==> src/design/tcw_pkg.sv <==
// Package for the text console writer: geometry, widths, codes and shared structs.
// No dependencies; tcw_ram, tcw_seq and the core refer to it by scoped names.
package tcw_pkg;

  // Screen geometry
  localparam int ROWS  = 25;
  localparam int COLS  = 80;
  localparam int CELLS = ROWS * COLS;

  // Internal widths
  localparam int AW = $clog2(CELLS);     // cell address
  localparam int RW = $clog2(ROWS);      // cursor row
  localparam int CW = $clog2(COLS + 1);  // cursor column, COLS = wrap pending

  // Opcodes
  localparam logic [1:0] OP_PUT   = 2'd0;
  localparam logic [1:0] OP_READ  = 2'd1;
  localparam logic [1:0] OP_CLEAR = 2'd2;

  // Character codes with a control meaning
  localparam logic [7:0] CH_NUL   = 8'h00;
  localparam logic [7:0] CH_BS    = 8'h08;
  localparam logic [7:0] CH_TAB   = 8'h09;
  localparam logic [7:0] CH_LF    = 8'h0A;
  localparam logic [7:0] CH_CR    = 8'h0D;
  localparam logic [7:0] CH_SPACE = 8'h20;

  localparam logic [7:0] ATTR_RESET = 8'd112;

  typedef struct packed {
    logic [1:0]  opcode;
    logic [7:0]  char_code;
    logic [10:0] cell_index;
  } cmd_t;

  typedef struct packed {
    logic [15:0] read_data;
    logic [4:0]  cursor_row;
    logic [6:0]  cursor_col;
  } result_t;

  typedef struct packed {
    logic          we;
    logic [AW-1:0] addr;
    logic [15:0]   data;
  } ram_wr_t;

endpackage

==> src/design/tcw_seq.sv <==
// Sequencer of the text console writer: cursor, command decode and the shared
// cell address counter that drives clears and scroll copies.
// Depends on tcw_pkg; drives the ports of tcw_ram.
module tcw_seq (
  input  logic                   clk,
  input  logic                   rst,
  input  logic [7:0]             attr,
  input  logic                   cmd_valid,
  output logic                   cmd_ready,
  input  tcw_pkg::cmd_t          cmd,
  output logic                   res_valid,
  input  logic                   res_ready,
  output tcw_pkg::result_t       res,
  output tcw_pkg::ram_wr_t       ram_wr,
  output logic [tcw_pkg::AW-1:0] ram_raddr,
  input  logic [15:0]            ram_rdata
);

  localparam int AW = tcw_pkg::AW;
  localparam int RW = tcw_pkg::RW;
  localparam int CW = tcw_pkg::CW;

  localparam logic [2:0] ST_CLEAR   = 3'd0;
  localparam logic [2:0] ST_IDLE    = 3'd1;
  localparam logic [2:0] ST_RDATA   = 3'd2;
  localparam logic [2:0] ST_SCRL_RD = 3'd3;
  localparam logic [2:0] ST_SCROLL  = 3'd4;
  localparam logic [2:0] ST_TAB     = 3'd5;
  localparam logic [2:0] ST_WRITE   = 3'd6;
  localparam logic [2:0] ST_DONE    = 3'd7;

  // what follows a scroll
  localparam logic [1:0] PEND_DONE  = 2'd0;
  localparam logic [1:0] PEND_TAB   = 2'd1;
  localparam logic [1:0] PEND_WRITE = 2'd2;

  localparam logic [AW-1:0] LAST_CELL = AW'(tcw_pkg::CELLS - 1);
  localparam logic [AW-1:0] COPY_END  = AW'(tcw_pkg::CELLS - tcw_pkg::COLS);
  localparam logic [AW-1:0] READ_END  = AW'(tcw_pkg::CELLS - tcw_pkg::COLS - 1);
  localparam logic [AW-1:0] ROW_STEP  = AW'(tcw_pkg::COLS);
  localparam logic [RW-1:0] LAST_ROW  = RW'(tcw_pkg::ROWS - 1);
  localparam logic [CW-1:0] COL_END   = CW'(tcw_pkg::COLS);
  localparam logic [CW-1:0] COL_LAST  = CW'(tcw_pkg::COLS - 1);

  logic [2:0]    state;
  logic [RW-1:0] row;
  logic [CW-1:0] col;
  logic [AW-1:0] ptr;
  logic [7:0]    wch;
  logic          inc;
  logic [1:0]    pend;
  logic          init_pass;
  logic          rd_ok;
  logic [15:0]   res_data;

  logic          accept;
  logic          idx_ok;
  logic          wrap;
  logic          bottom;
  logic [AW-1:0] cur_addr;
  logic [CW-1:0] col_inc;
  logic [15:0]   blank;

  assign accept   = cmd_valid && cmd_ready;
  assign idx_ok   = 32'(cmd.cell_index) < tcw_pkg::CELLS;
  assign wrap     = col >= COL_END;
  assign bottom   = row == LAST_ROW;
  assign cur_addr = AW'(AW'(row) * ROW_STEP) + AW'(col);
  assign col_inc  = CW'(col + 1'b1);
  assign blank    = {attr, tcw_pkg::CH_SPACE};

  assign cmd_ready = state == ST_IDLE;
  assign res_valid = state == ST_DONE;
  assign res.read_data  = res_data;
  assign res.cursor_row = 5'(row);
  assign res.cursor_col = 7'(col);

  // memory port control
  always_comb begin
    ram_wr.we   = 1'b0;
    ram_wr.addr = ptr;
    ram_wr.data = blank;
    ram_raddr   = '0;
    unique case (state)
      ST_CLEAR: begin
        ram_wr.we   = 1'b1;
        ram_wr.data = {init_pass ? tcw_pkg::ATTR_RESET : attr, tcw_pkg::CH_SPACE};
      end
      ST_IDLE: begin
        if (idx_ok) begin
          ram_raddr = AW'(cmd.cell_index);
        end
      end
      ST_SCRL_RD: begin
        ram_raddr = ROW_STEP;
      end
      ST_SCROLL: begin
        ram_wr.we   = 1'b1;
        ram_wr.data = (ptr < COPY_END) ? ram_rdata : blank;
        // one cell ahead of the write side; past the copy region nothing is read
        if (ptr < READ_END) begin
          ram_raddr = AW'(ptr + ROW_STEP + 1'b1);
        end
      end
      ST_TAB: begin
        ram_wr.we   = 1'b1;
        ram_wr.addr = cur_addr;
      end
      ST_WRITE: begin
        ram_wr.we   = 1'b1;
        ram_wr.addr = cur_addr;
        ram_wr.data = {attr, wch};
      end
      ST_RDATA, ST_DONE: begin
      end
      default: begin
      end
    endcase
  end

  always_ff @(posedge clk) begin
    if (rst) begin
      state     <= ST_CLEAR;
      init_pass <= 1'b1;
      row       <= '0;
      col       <= '0;
      ptr       <= '0;
      pend      <= PEND_DONE;
      inc       <= 1'b0;
    end else begin
      unique case (state)
        ST_CLEAR: begin
          if (ptr == LAST_CELL) begin
            ptr       <= '0;
            init_pass <= 1'b0;
            state     <= init_pass ? ST_IDLE : ST_DONE;
          end else begin
            ptr <= AW'(ptr + 1'b1);
          end
        end
        ST_IDLE: begin
          if (accept) begin
            res_data <= '0;
            rd_ok    <= idx_ok;
            unique case (cmd.opcode)
              tcw_pkg::OP_PUT: begin
                case (cmd.char_code)
                  tcw_pkg::CH_NUL: state <= ST_DONE;
                  tcw_pkg::CH_CR: begin
                    col   <= '0;
                    state <= ST_DONE;
                  end
                  tcw_pkg::CH_LF: begin
                    if (!bottom) begin
                      row   <= RW'(row + 1'b1);
                      col   <= '0;
                      state <= ST_DONE;
                    end else begin
                      pend  <= PEND_DONE;
                      state <= ST_SCRL_RD;
                    end
                  end
                  tcw_pkg::CH_TAB: begin
                    if (!wrap) begin
                      state <= ST_TAB;
                    end else if (!bottom) begin
                      row   <= RW'(row + 1'b1);
                      col   <= '0;
                      state <= ST_TAB;
                    end else begin
                      pend  <= PEND_TAB;
                      state <= ST_SCRL_RD;
                    end
                  end
                  tcw_pkg::CH_BS: begin
                    wch <= tcw_pkg::CH_SPACE;
                    inc <= 1'b0;
                    if (col != '0) begin
                      col   <= CW'(col - 1'b1);
                      state <= ST_WRITE;
                    end else if (row != '0) begin
                      row   <= RW'(row - 1'b1);
                      col   <= COL_LAST;
                      state <= ST_WRITE;
                    end else begin
                      state <= ST_DONE;
                    end
                  end
                  default: begin
                    wch <= cmd.char_code;
                    inc <= 1'b1;
                    if (!wrap) begin
                      state <= ST_WRITE;
                    end else if (!bottom) begin
                      row   <= RW'(row + 1'b1);
                      col   <= '0;
                      state <= ST_WRITE;
                    end else begin
                      pend  <= PEND_WRITE;
                      state <= ST_SCRL_RD;
                    end
                  end
                endcase
              end
              tcw_pkg::OP_READ: state <= ST_RDATA;
              tcw_pkg::OP_CLEAR: begin
                row   <= '0;
                col   <= '0;
                ptr   <= '0;
                state <= ST_CLEAR;
              end
              default: state <= ST_DONE;
            endcase
          end
        end
        ST_RDATA: begin
          res_data <= rd_ok ? ram_rdata : '0;
          state    <= ST_DONE;
        end
        ST_SCRL_RD: begin
          ptr   <= '0;
          state <= ST_SCROLL;
        end
        ST_SCROLL: begin
          if (ptr == LAST_CELL) begin
            ptr <= '0;
            col <= '0;
            unique case (pend)
              PEND_TAB:   state <= ST_TAB;
              PEND_WRITE: state <= ST_WRITE;
              default:    state <= ST_DONE;
            endcase
          end else begin
            ptr <= AW'(ptr + 1'b1);
          end
        end
        ST_TAB: begin
          col <= col_inc;
          if (col_inc[1:0] == 2'b00 || col_inc == COL_END) begin
            state <= ST_DONE;
          end
        end
        ST_WRITE: begin
          if (inc) begin
            col <= col_inc;
          end
          state <= ST_DONE;
        end
        ST_DONE: begin
          if (res_ready) begin
            state <= ST_IDLE;
          end
        end
        default: state <= ST_IDLE;
      endcase
    end
  end

endmodule

==> config.mk <==
export PLATFORM = sky130hd
export DESIGN_NAME = tcw_seq
export DESIGN_NICKNAME = d
export VERILOG_FILES = /design/src/design/tcw_pkg.sv /design/src/design/tcw_seq.sv
export SDC_FILE = /design/constraint.sdc
export NUM_CORES = 1
export LEC_CHECK = 0
export ABC_CLOCK_PERIOD_IN_PS = 3500
export BUFFER_PORTS_ARGS = -buffer_cell sky130_fd_sc_hd__buf_2
export CORE_ASPECT_RATIO = 1.5
export CORE_UTILIZATION = 45
export CTS_CLUSTER_SIZE = 30
export DETAILED_ROUTE_END_ITERATION = 10
export GPL_TIMING_DRIVEN = 0
export PLACE_DENSITY = 0.79
export SLEW_MARGIN = 20
export SYNTH_ARGS = -nofsm -noshare
export SYNTH_HDL_FRONTEND = slang
export SYNTH_SLANG_ARGS = --single-unit
==> constraint.sdc <==
create_clock -name clk -period 3.5 [get_ports clk]
set_input_delay 0.7 -clock clk [delete_from_list [all_inputs] [get_ports clk]]
set_output_delay 0.7 -clock clk [all_outputs]
set_load 0.01 [all_outputs]
After elaboration in Yosys (flattened, before gate mapping) --
Cells that the tools add are included. W data, S select, Z words.
Storage, ports and cells: bits in registers 55, input bits 49, word-level logic and storage cells 146
Cells by class: $add $sub $neg 8, $mul 1, magnitude comparators 4, equal/unequal tests 34, muxes and demuxes 56, bitwise operators 3, reduce and logical (&&, ||, !) cells 30
Operators by type and width (count):
- $mux W11 | 6
- $pmux W11 S3 | 2
- $pmux W7 S4 | 2
- $mux W7 | 7
- $mux W16 | 3
- $pmux W16 S3 | 1
- $lt A11 B11 Y1 const B | 3
- $mux W3 | 11
- $eq A8 B4 Y1 const B | 4
- $pmux W16 S2 | 1
- $add A11 B1 Y11 const B | 2
- $pmux W3 S7 | 1
- $mux W5 | 4
- $pmux W8 S2 | 1
- $pmux W5 S3 | 1
- $pmux W7 S2 | 1
- $reduce_and A7 Y1 | 2
- $eq A3 B3 Y1 const B | 4
- $ne A2 B2 Y1 const B | 6
- $pmux W3 S4 | 1
- $add A11 B7 Y11 | 1
- $add A11 B7 Y11 const B | 1
- $eq A11 B11 Y1 const B | 1
- $mux W2 | 5
- 44 further kinds | 65

Logic depth before layout (Yosys ltp) --
depth in word-level cells 7, gate-level depth with buffers 10

Worst setup path after synthesis --
OpenSTA, ideal clock, no wires.
path type flip-flop to output port, start register row[1], end output port ram_wr[26] (netlist bit), data arrival time 2285 ps, data required time 2800 ps, path slack 515 ps, stages on the path, launching flop included 9, buffers on the path 0, path through dfxtp_1 -> ha_1 -> ha_1 -> fa_1 -> xor2_1 -> o2111ai_1 -> xor2_1 -> xnor2_1 -> o21ai_0
RTL lines:
- start, declared | line tcw_seq.sv:46 | logic [RW-1:0] row;
- start signal, assigned | line tcw_seq.sv:155 | row <= RW'(row + 1'b1);
- start signal, assigned | line tcw_seq.sv:167 | row <= RW'(row + 1'b1);
- start signal, assigned | line tcw_seq.sv:182 | row <= RW'(row - 1'b1);
- end, declared | line tcw_seq.sv:14 | output tcw_pkg::ram_wr_t ram_wr,

==> summary.txt <==
FP Rows: 43
Worst hold margin: 484.4 ps
Final WL: 12.75 mm
GRT Overall Usage: 25.24%
1st-iter DRT viols: 330
DIE AREA: 0.01005 mm²
Min Clock Period, post-route: 3491 ps
Slew @ Worst Pin: 790.5 ps
DRC Markers: 0
Leakage power: 0.002185 µW
Net Count, Synth: 597
Nets@finish: 721
CTS sink cnt: 55
Die height: 122.3 µm
HP Class: register to register
Area of the mapped netlist: 0.004340 mm²
Yosys top cell area share: 17.30%
Number of global-route vias before repair: 4113
Via-to-Cell Ratio: 5.895
Hold buffer count at cts: 0
H-tree Lvls: 2
DPL Wire Length: 9.891 mm
IO buf count: 117
Req. time, crit path: 2800 ps
Synthesized instance count: 526
Antenna viol nets, final: 0
CTS root buf: clkbuf_16
Die X: 82.19 µm
CP startpoint kind: register
Io pins: 118
Syn avg cell area: 8.252 µm²
Initial antenna violation count: 0
F_max: 286.4 MHz
Pin count of the biggest net entering global routing: 19
Clock buffer depth: 2
Sequential Area: 0.001356 mm²
Ant diodes: 0
Largest area contributor in the netlist: edfxtp_1
CP Class: register to output pin
Share of cells above drive strength 1: 25.19%
Final Setup Violations: 0
Area contributors post-synth: edfxtp_1 (17%), dfxtp_1 (14%), nand2_1 (5.7%)
Status: complete, no violations
Top fanout value on the critical path: 8
Drt pass-1 iters: 5
Count of cell types in the netlist: 80
Layout area overhead: 20.44%
Gr ovfl total: 0
Arr. time, crit path: 2790 ps
Commonest non-fill, non-tap cell in the layout: buf_2
CTS buffer count: 5
Vias: 4498
Instance area at placement: 0.005066 mm²
Pwr Density: 247.2 mW/mm²
Number of synthesis warnings: 0
Commonest non-fill, non-tap cells in the layout: buf_2 (122), nand2_1 (66), o21ai_0 (40)
Most used DFF post-synth: dfxtp_1
Post-synth EDFFs: 25
Total power: 1292 µW
Max cap viols: 0
VDD IR max: 274.7 µV
CTS tree: done
Post-synth ARST share: 0%
Worst-Skew Late Latency: 300 ps
Seq/Total Area, Yosys: 31.13%
Final Max Tran Viols: 0
Wire per inst: 16.71 µm
Clock Skew: 4.956 ps
Final Hold Fails: 0
Multi-input combinational cell area: 0.002743 mm²
Initial Util: 46.63%
CP Capture Type: output pin
Placeable Area: 0.009308 mm²
Final Wtd Congestion: 1.003
Slew margin rel.: 47.18%
First-pass GRT wire length: 19.53 mm
Clock-pin slew on the worst setup and hold paths: 70 ps
Fill cell count: 871
Final instance area: 0.005228 mm²
Synth Register Bits: 55
Final worst-path cycle share: 99.75%
## area by class of cell
class	instances	share of cell area [%]
multi-input combinational	409	52.47
sequential	55	25.95
timing repair buffer	117	11.20
buffer	43	3.518
tap	112	2.681
clock buffer	5	2.393
inverter	19	1.364
clock inverter	3	0.4308
## kinds of logic after synthesis
kind of cell | count (synthesis) | share of synthesized area [%]
simple gates | 213 | 26.35
flops | 55 | 31.13
buf+inv | 62 | 5.852
xor+xnor | 22 | 4.439
fa+ha+maj | 22 | 6.861
mux | 10 | 2.393
compound gates | 142 | 22.98
## path summary, 6_finish.rpt
| path | from | endpoint | slack, ps | depth (start not counted) |
|---|---|---|---|---|
| setup reg to reg | ptr[0] | col[6] | 810 | 8 |
| hold / removal | pend[0] | pend[0] | 480 | 2 |
| setup / recovery | row[3] | ram_wr[26] | 9 | 9 |
| hold reg to reg | pend[0] | pend[0] | 480 | 2 |
## report_power, final
group          total, µW  switching (µW)  internal (µW)
registers            672            3.57            668
logic                104            60.1           43.6
clock network        517             248            269
total               1290             312            981
## worst max-delay path: stages (launching register included)
cell       delay (ps)
dfxtp_2           430
ha_1              280
ha_1              230
fa_1              430
xor2_2            230
o2111ai_1         150
xor2_1            180
xnor2_1           150
o21ai_1           240
buf_2             190
## per-layer routing
| metal | track usage (%) | share of wire, % |
|---|---|---|
| met1 | 28.02 | 38 |
| met5 | 0 | 0 |
| met2 | 44.73 | 53 |
| met4 | 14.91 | 4.1 |
| met3 | 3.123 | 4.9 |
## stage by stage
step / setup TNS (ps) / utilization (%) / setup WS, ps / instances
finish: 0 / 56.16 / 8.697 / 763
global route: -27.88 / 56.16 / -27.88 / 763
detailed placement: 0 / 54.43 / 187.9 / 755
global placement: 0 / 54.43 / 213.3 / 755
floorplan: 0 / - / 514.7 / 526
CTS: 0 / 56.04 / 83.51 / 763
## registers in the layout (all words and copies together) (netlist names)
register	flops
row	5
pend	2
rd_ok	1
col	7
ptr	11
init_pass	1
wch	8
inc	1
state	3
res_data	16
## cell usage after synthesis, drive strengths merged (6+ instances only)
cell,n
a211oi,7
a21oi,23
a22o,8
a31oi,11
and2,23
and3,11
buf,9
clkbuf,34
dfxtp,30
edfxtp,25
ha,19
inv,19
mux2i,7
nand2,66
nand3,20
nor2,27
nor3,16
nor4,6
o21ai,45
or3,8
xnor2,6
xor2,16
## what timing repair did
action / CTS / global route
setup buffers: 0 / 0
cloned: 0 / 0
pin swaps: 0 / 0
setup endpoints to repair: 1 / 7
resized for setup: 3 / 4
Power figures use the tool's default switching activity.
